**config.mk**
```make
export PLATFORM = sky130hd
export DESIGN_NAME = kdb_key_hold
export DESIGN_NICKNAME = d
export VERILOG_FILES = /design/src/rtl/kdb_pkg.sv /design/src/rtl/kdb_key_hold.sv
export SDC_FILE = /design/constraint.sdc
export NUM_CORES = 1
export LEC_CHECK = 0
export BUFFER_PORTS_ARGS = -buffer_cell sky130_fd_sc_hd__buf_4
export CAP_MARGIN = 10
export CORE_MARGIN = 2
export CORE_UTILIZATION = 40
export DETAILED_ROUTE_END_ITERATION = 12
export PLACE_DENSITY = 0.69
export SYNTH_ARGS = -nofsm -noshare
export SYNTH_HDL_FRONTEND = slang
export SYNTH_SLANG_ARGS = --single-unit
```
**constraint.sdc**
```tcl
create_clock -name i_clk -period 3.2 [get_ports i_clk]
set_input_delay 0 -clock i_clk [delete_from_list [all_inputs] [get_ports i_clk]]
set_output_delay 0 -clock i_clk [all_outputs]
set_load 0.05 [all_outputs]
```
**src/rtl/kdb_pkg.sv**
```systemverilog
// ---------------------------------------------------------------------------
// kdb_pkg
// shared widths, register indexes and types for the key debouncer
// ---------------------------------------------------------------------------
package kdb_pkg;

    localparam int unsigned KEY_COUNT  = 4;
    localparam int unsigned COUNT_W    = 8;
    localparam int unsigned HELD_W     = 16;
    localparam int unsigned CFG_IDX_W  = 1;
    localparam int unsigned CFG_DATA_W = 16;

    localparam logic [COUNT_W-1:0]    DEBOUNCE_RESET   = 8'd20;
    localparam logic [HELD_W-1:0]     HOLD_LIMIT_RESET = 16'd1000;
    localparam logic [COUNT_W-1:0]    COUNT_MAX        = '1;
    localparam logic [HELD_W-1:0]     HELD_MAX         = '1;

    localparam logic [CFG_IDX_W-1:0]  REG_DEBOUNCE     = 1'd0;
    localparam logic [CFG_IDX_W-1:0]  REG_HOLD_LIMIT   = 1'd1;

    typedef logic [KEY_COUNT-1:0] t_keys;

    // per-key controls from the debounce stage to a hold counter
    typedef struct packed {
        logic advance;
        logic rise;
        logic pressed;
        logic reported;
    } t_key_ctl;

endpackage

```
**src/rtl/kdb_key_hold.sv**
```systemverilog
// ---------------------------------------------------------------------------
// kdb_key_hold
// per-key held-time counter with long press detection
// ---------------------------------------------------------------------------
module kdb_key_hold
    import kdb_pkg::*;
(
    input  logic              i_clk,
    input  logic              i_rst_n,
    input  t_key_ctl          i_ctl,
    input  logic [HELD_W-1:0] i_long_ticks,
    output logic              o_long_set
);

    logic [HELD_W-1:0] r_held;
    logic [HELD_W-1:0] n_held;

    always_comb begin
        n_held = r_held;
        if (i_ctl.rise) begin
            n_held = '0;
        end else if (i_ctl.pressed && r_held != HELD_MAX) begin
            n_held = r_held + 1'b1;
        end
    end

    // one report per press, on the updated count
    assign o_long_set = i_ctl.pressed && !i_ctl.reported && (n_held >= i_long_ticks);

    always_ff @(posedge i_clk) begin
        if (!i_rst_n) begin
            r_held <= '0;
        end else if (i_ctl.advance) begin
            r_held <= n_held;
        end
    end

endmodule

```
# ---- After elaboration in Yosys (flattened, before gate mapping)
# Cells that the tools add are included.
dict set report word_totals {
  output_inout_bits 1
  reg_bits 16
  word_cells 10
}
dict set report classes {
  n_lt_le_gt_ge 1
  addsub 1
  muxes 2
  eq_ne 1
  n_reduce_logical 4
}
# operator count
set ops {}
lappend ops {{16-bit 2-to-1 mux} 2}
lappend ops {{16-bit by 1-bit adder with 16-bit output, second input constant} 1}
lappend ops {{16-bit >= comparator} 1}
lappend ops {{16-bit != test, second input constant} 1}
lappend ops {{1-bit logical AND} 3}
lappend ops {{1-bit zero test} 1}

# ---- Depth between registers and ports, before layout
dict set report depth {
  word_depth 6
  ltp_mapped 11
}

# ---- Worst setup path after synthesis
# OpenSTA, ideal clock, no wires.
dict set report synth_timing {
  path_type {flip-flop to output port}
  from {reg r_held[0]}
  to {out o_long_set}
  arrival_ns 3.409
  path_buffers 1
  stages_incl_launch_ff 11
  setup_slack_ns -0.209
  required_ns 3.200
  path_cell_list {dfxtp_1 > ha_1 > nand2_1 > or4_1 > buf_2 > or4_1 > a21oi_1 > ha_1 > a21o_1 > a21oi_1 > o32ai_1}
}
dict set report synth_via {
  elab_chain_len 6
  elab_cells_between_ends 7
  classes_between {1 x add/sub; 1 x order compare; 1 x eq/ne; 2 x mux; 2 x reduce/logical}
}
# element line_no
set synth_lines {}
lappend synth_lines {{from (decl)} kdb_key_hold.sv:15} ;# logic [HELD_W-1:0] r_held;
lappend synth_lines {{from (signal assigned)} kdb_key_hold.sv:34} ;# r_held <= n_held;
lappend synth_lines {{branches (longest 2 deep; another with 16-bit by 1-bit adder with 16-bit output)} --}
lappend synth_lines {{16-bit 2-to-1 mux (*)} kdb_key_hold.sv:22} ;# end else if (i_ctl.pressed && r_held != HELD_MAX) begin
lappend synth_lines {{16-bit 2-to-1 mux (*)} kdb_key_hold.sv:20} ;# if (i_ctl.rise) begin
lappend synth_lines {{named net n_held[14]} kdb_key_hold.sv:16} ;# logic [HELD_W-1:0] n_held;
lappend synth_lines {{16-bit >= comparator (*)} kdb_key_hold.sv:28} ;# assign o_long_set = i_ctl.pressed && !i_ctl.reported && (n_held >= i_long_ticks);
lappend synth_lines {{1-bit logical AND (*)} kdb_key_hold.sv:28}
lappend synth_lines {{to (decl)} kdb_key_hold.sv:12} ;# output logic o_long_set
# Mark *: on every way through the listed nets, which the timed path passes.

# ---- Worst setup path after layout
dict set report layout_timing {
  from {reg r_held[1]}
  to {out o_long_set}
}
# The elaborated chain is that of the path after synthesis.

==> key figures <==
Outcome
  – Status: completed

Placed design
  – GP Congestion: 0.951
  – Port buffer count: 22
  – Placed insts: 307
  – Pre-CTS WS: 0.183 ns
  – DP HPWL: 3.56 mm
  – Area after DPL: 0.00200 mm^2

Synthesis
  – Top cell type's share of synthesized area: 0.188
  – Mapped Area: 0.00170 mm^2
  – Yosys top cell by area: dfxtp_1
  – Syn Nets: 273
  – Library cells used by synthesis: 48
  – Synth Warn #: 0
  – Seq/Total Area, Yosys: 0.188
  – Post-Synthesis Cells: 234
  – Top post-synthesis cells by area: dfxtp_1 19%, ha_1 12%, a21oi_1 7.0%
  – Post-Syn Area per Cell: 7.28 um^2
  – Asr flop ratio synth: 0
  – Top FF cell, synth: dfxtp_1
  – Seq cells post-synth: 16
  – EDFF count, synth: 0

Setup path
  – Worst Path Max Fanout: 7
  – Reg-to-reg setup timing slack: 1.14 ns
  – Crit Path Class: reg -> out
  – Critical path capture point type: primary output
  – Critical path, cell by cell: ha_4 > nand2_2 > or4_1 > buf_4 > or4_1 > a21oi_2 > ha_1 > a21o_1 > a21oi_1 > o32ai_2 > buf_6
  – Critical Path AT: 3.07 ns
  – Delay-heaviest family, CP: simple AND/OR/NAND/NOR gates
  – Crit start category: flop
  – Slowest cell delay on critical path: 0.53 ns
  – Slowest cell on the critical path: or4_1
  – Critical Path RT: 3.20 ns
  – CP Buf/Inv Count: 2
  – Most common cell on crit path: or4_1

Flow run
  – Maxcap violations: 0

Clock network
  – Clk buf depth: 2
  – CTS clk-pin slew, worst paths: 0.07 ns
  – Root Driver: clkbuf_8
  – # clock sinks: 16
  – CTS tree: built
  – Clk_lat worst skew: 0.26 ns
  – Max H-tree Level: 1
  – Hold_buf cts: 0
  – CTS buffer count: 3

Power and ir drop
  – P_sw: 0.121 mW
  – Final Power: 0.461 mW
  – Comb pwr share: 0.155
  – Switching fraction of total power: 0.262
  – Sequential cell fraction of total power: 0.434
  – Clk pwr share: 0.411
  – Maximum VDD drop: 173 uV
  – Cell Int Power: 0.340 mW
  – Cell leakage power: 0.875 nW
  – P per Cell Area: 213 mW/mm^2

Global route
  – Global-route wire length before repair: 8.37 mm
  – Largest net degree at the start of global routing: 20
  – Antenna violations before repair: 0
  – Vias in the first global route: 1764
  – GRT overflow: 0
  – GRT Total Usage: 0.210

Drt
  – First DRT Iteration DRCs: 99
  – ANT nets after route: 0
  – Avg WL per Cell: 16.0 um
  – DR pass1 iterations: 6
  – WL final: 5.03 mm
  – Vias: 1937
  – Post-DR vias/cell: 6.17
  – Post-route DRC violation count: 0

Floorplanning
  – Rows: 23
  – Die Area: 0.00480 mm^2
  – Num ports: 23
  – Initial Util: 0.420
  – Die W: 69.3 um
  – Die H: 69.3 um
  – Core area: 0.00406 mm^2

STA
  – Fin. max-slew vios: 0
  – Worst hold slack: 0.0480 ns
  – Worst Tran Pin Value: 0.456 ns
  – Setup violators final: 0
  – Final setup TNS: 0 ns
  – Final min period: 3.07 ns
  – Worst Skew: 0.00460 ns
  – Slew margin rel.: 0.694
  – Hold Fails Final Rpt: 0
  – Final setup margin: 0.130 ns
  – Tcrit/Tclk final: 0.959
  – Achievable Freq: 0.326 GHz

Cells and area
  – Non-Filler Instances: 314
  – Largest Register: r_held
  – Util after Layout: 0.534
  – Area Growth Syn to Fin: 27.2%
  – Final nets: 304
  – Layout cells sized above 1: 0.269
  – Post-route cell area: 0.00217 mm^2
  – Biggest regs: r_held: 16 flops
  – Max FFs per register: 16
  – Diodes inserted: 0

Hold path
  – Type of the most critical hold path: in -> reg
worst reg2reg max path: cells and delay by family, from the launching register on:
kind,cells,cell delay [ns]
compound gates,1,0.17
buf+inv,1,0.18
flops,1,0.38
fa+ha+maj,1,0.18
simple gates,3,1.08
final cells by class:
cell class | count | area (um^2)
fillers | 403 | 1890
repair buffers | 41 | 315
clock buffers | 4 | 55.1
inverters | 22 | 82.6
flip-flops and latches | 16 | 334
multi-input cells | 181 | 1320
well taps | 50 | 62.6
synth_stat cells (2+ instances only):
cell and count:
a21o_1 2, or3_1 14, o21ai_0 12, nand2_1 15
nand4_1 10, inv_1 20, nor4_1 5, o41ai_1 2
buf_2 4, a211o_1 2, dfxtp_1 16, clkbuf_1 11
nand2b_1 3, o31ai_1 3, nand3_1 12, ha_1 17
nand3b_1 2, or4_1 8, o311ai_0 3, nor2_1 7
a31oi_1 2, clkinv_1 2, nor3_1 5, mux2i_1 3
o211ai_1 7, a21oi_1 24, o21a_1 2
metal layers:
metal / up-vias / GRT usage / wire length [um]
met5: - / 0 / 0
met4: 0 / 0.0654 / 94
met3: 15 / 0.0291 / 400
met2: 98 / 0.333 / 2300
met1: 870 / 0.294 / 2230
li1: 954 / - / -
power by group through the flow:
stage	clock network, mW	registers (mW)	logic, mW
after CTS	0.191	0.201	0.0700
final	0.189	0.200	0.0713
after floorplan	0	0.205	0.0342
after global routing	0.200	0.200	0.0796
after detailed placement	0	0.205	0.0693
after global placement	0	0.205	0.0690
cells in the final DEF, fill, tap and decap left out, types with 4 or more instances in the layout:
cell	instances
buf_4	39
dfxtp_2	8
nand4_1	10
or4_1	7
or3_1	14
nand2_1	14
ha_1	16
nand3_1	11
clkbuf_8	4
nor2_1	7
dfxtp_1	7
inv_1	20
o211ai_1	7
nor3_1	5
o21ai_0	11
a21oi_1	23
nor4_1	5
final timing paths:
check,start,cells after the start,endpoint
worst min-delay path,i_rst_n,3,r_held[12]
worst max-delay path,r_held[1],11,o_long_set
worst max register to register,r_held[1],6,r_held[10]
worst min register to register,r_held[14],2,r_held[14]
timing repair:
action / in CTS / in global routing
resized for setup: 5 / 21
pin swaps: 0 / 4
setup endpoints to repair: 1 / 1
buffers inserted: 0 / 3
cloned: 0 / 0
logic make-up after synthesis:
logic type	share of synthesized area
adders and majority gates	0.125
buffers and inverters	0.0844
DFF	0.188
muxes	0.0176
AOI/OAI and AO/OA	0.278
and+or+nand+nor	0.302
xor gates and xnor gates	0.00514
Note: power is estimated with default switching activity, not from simulation.
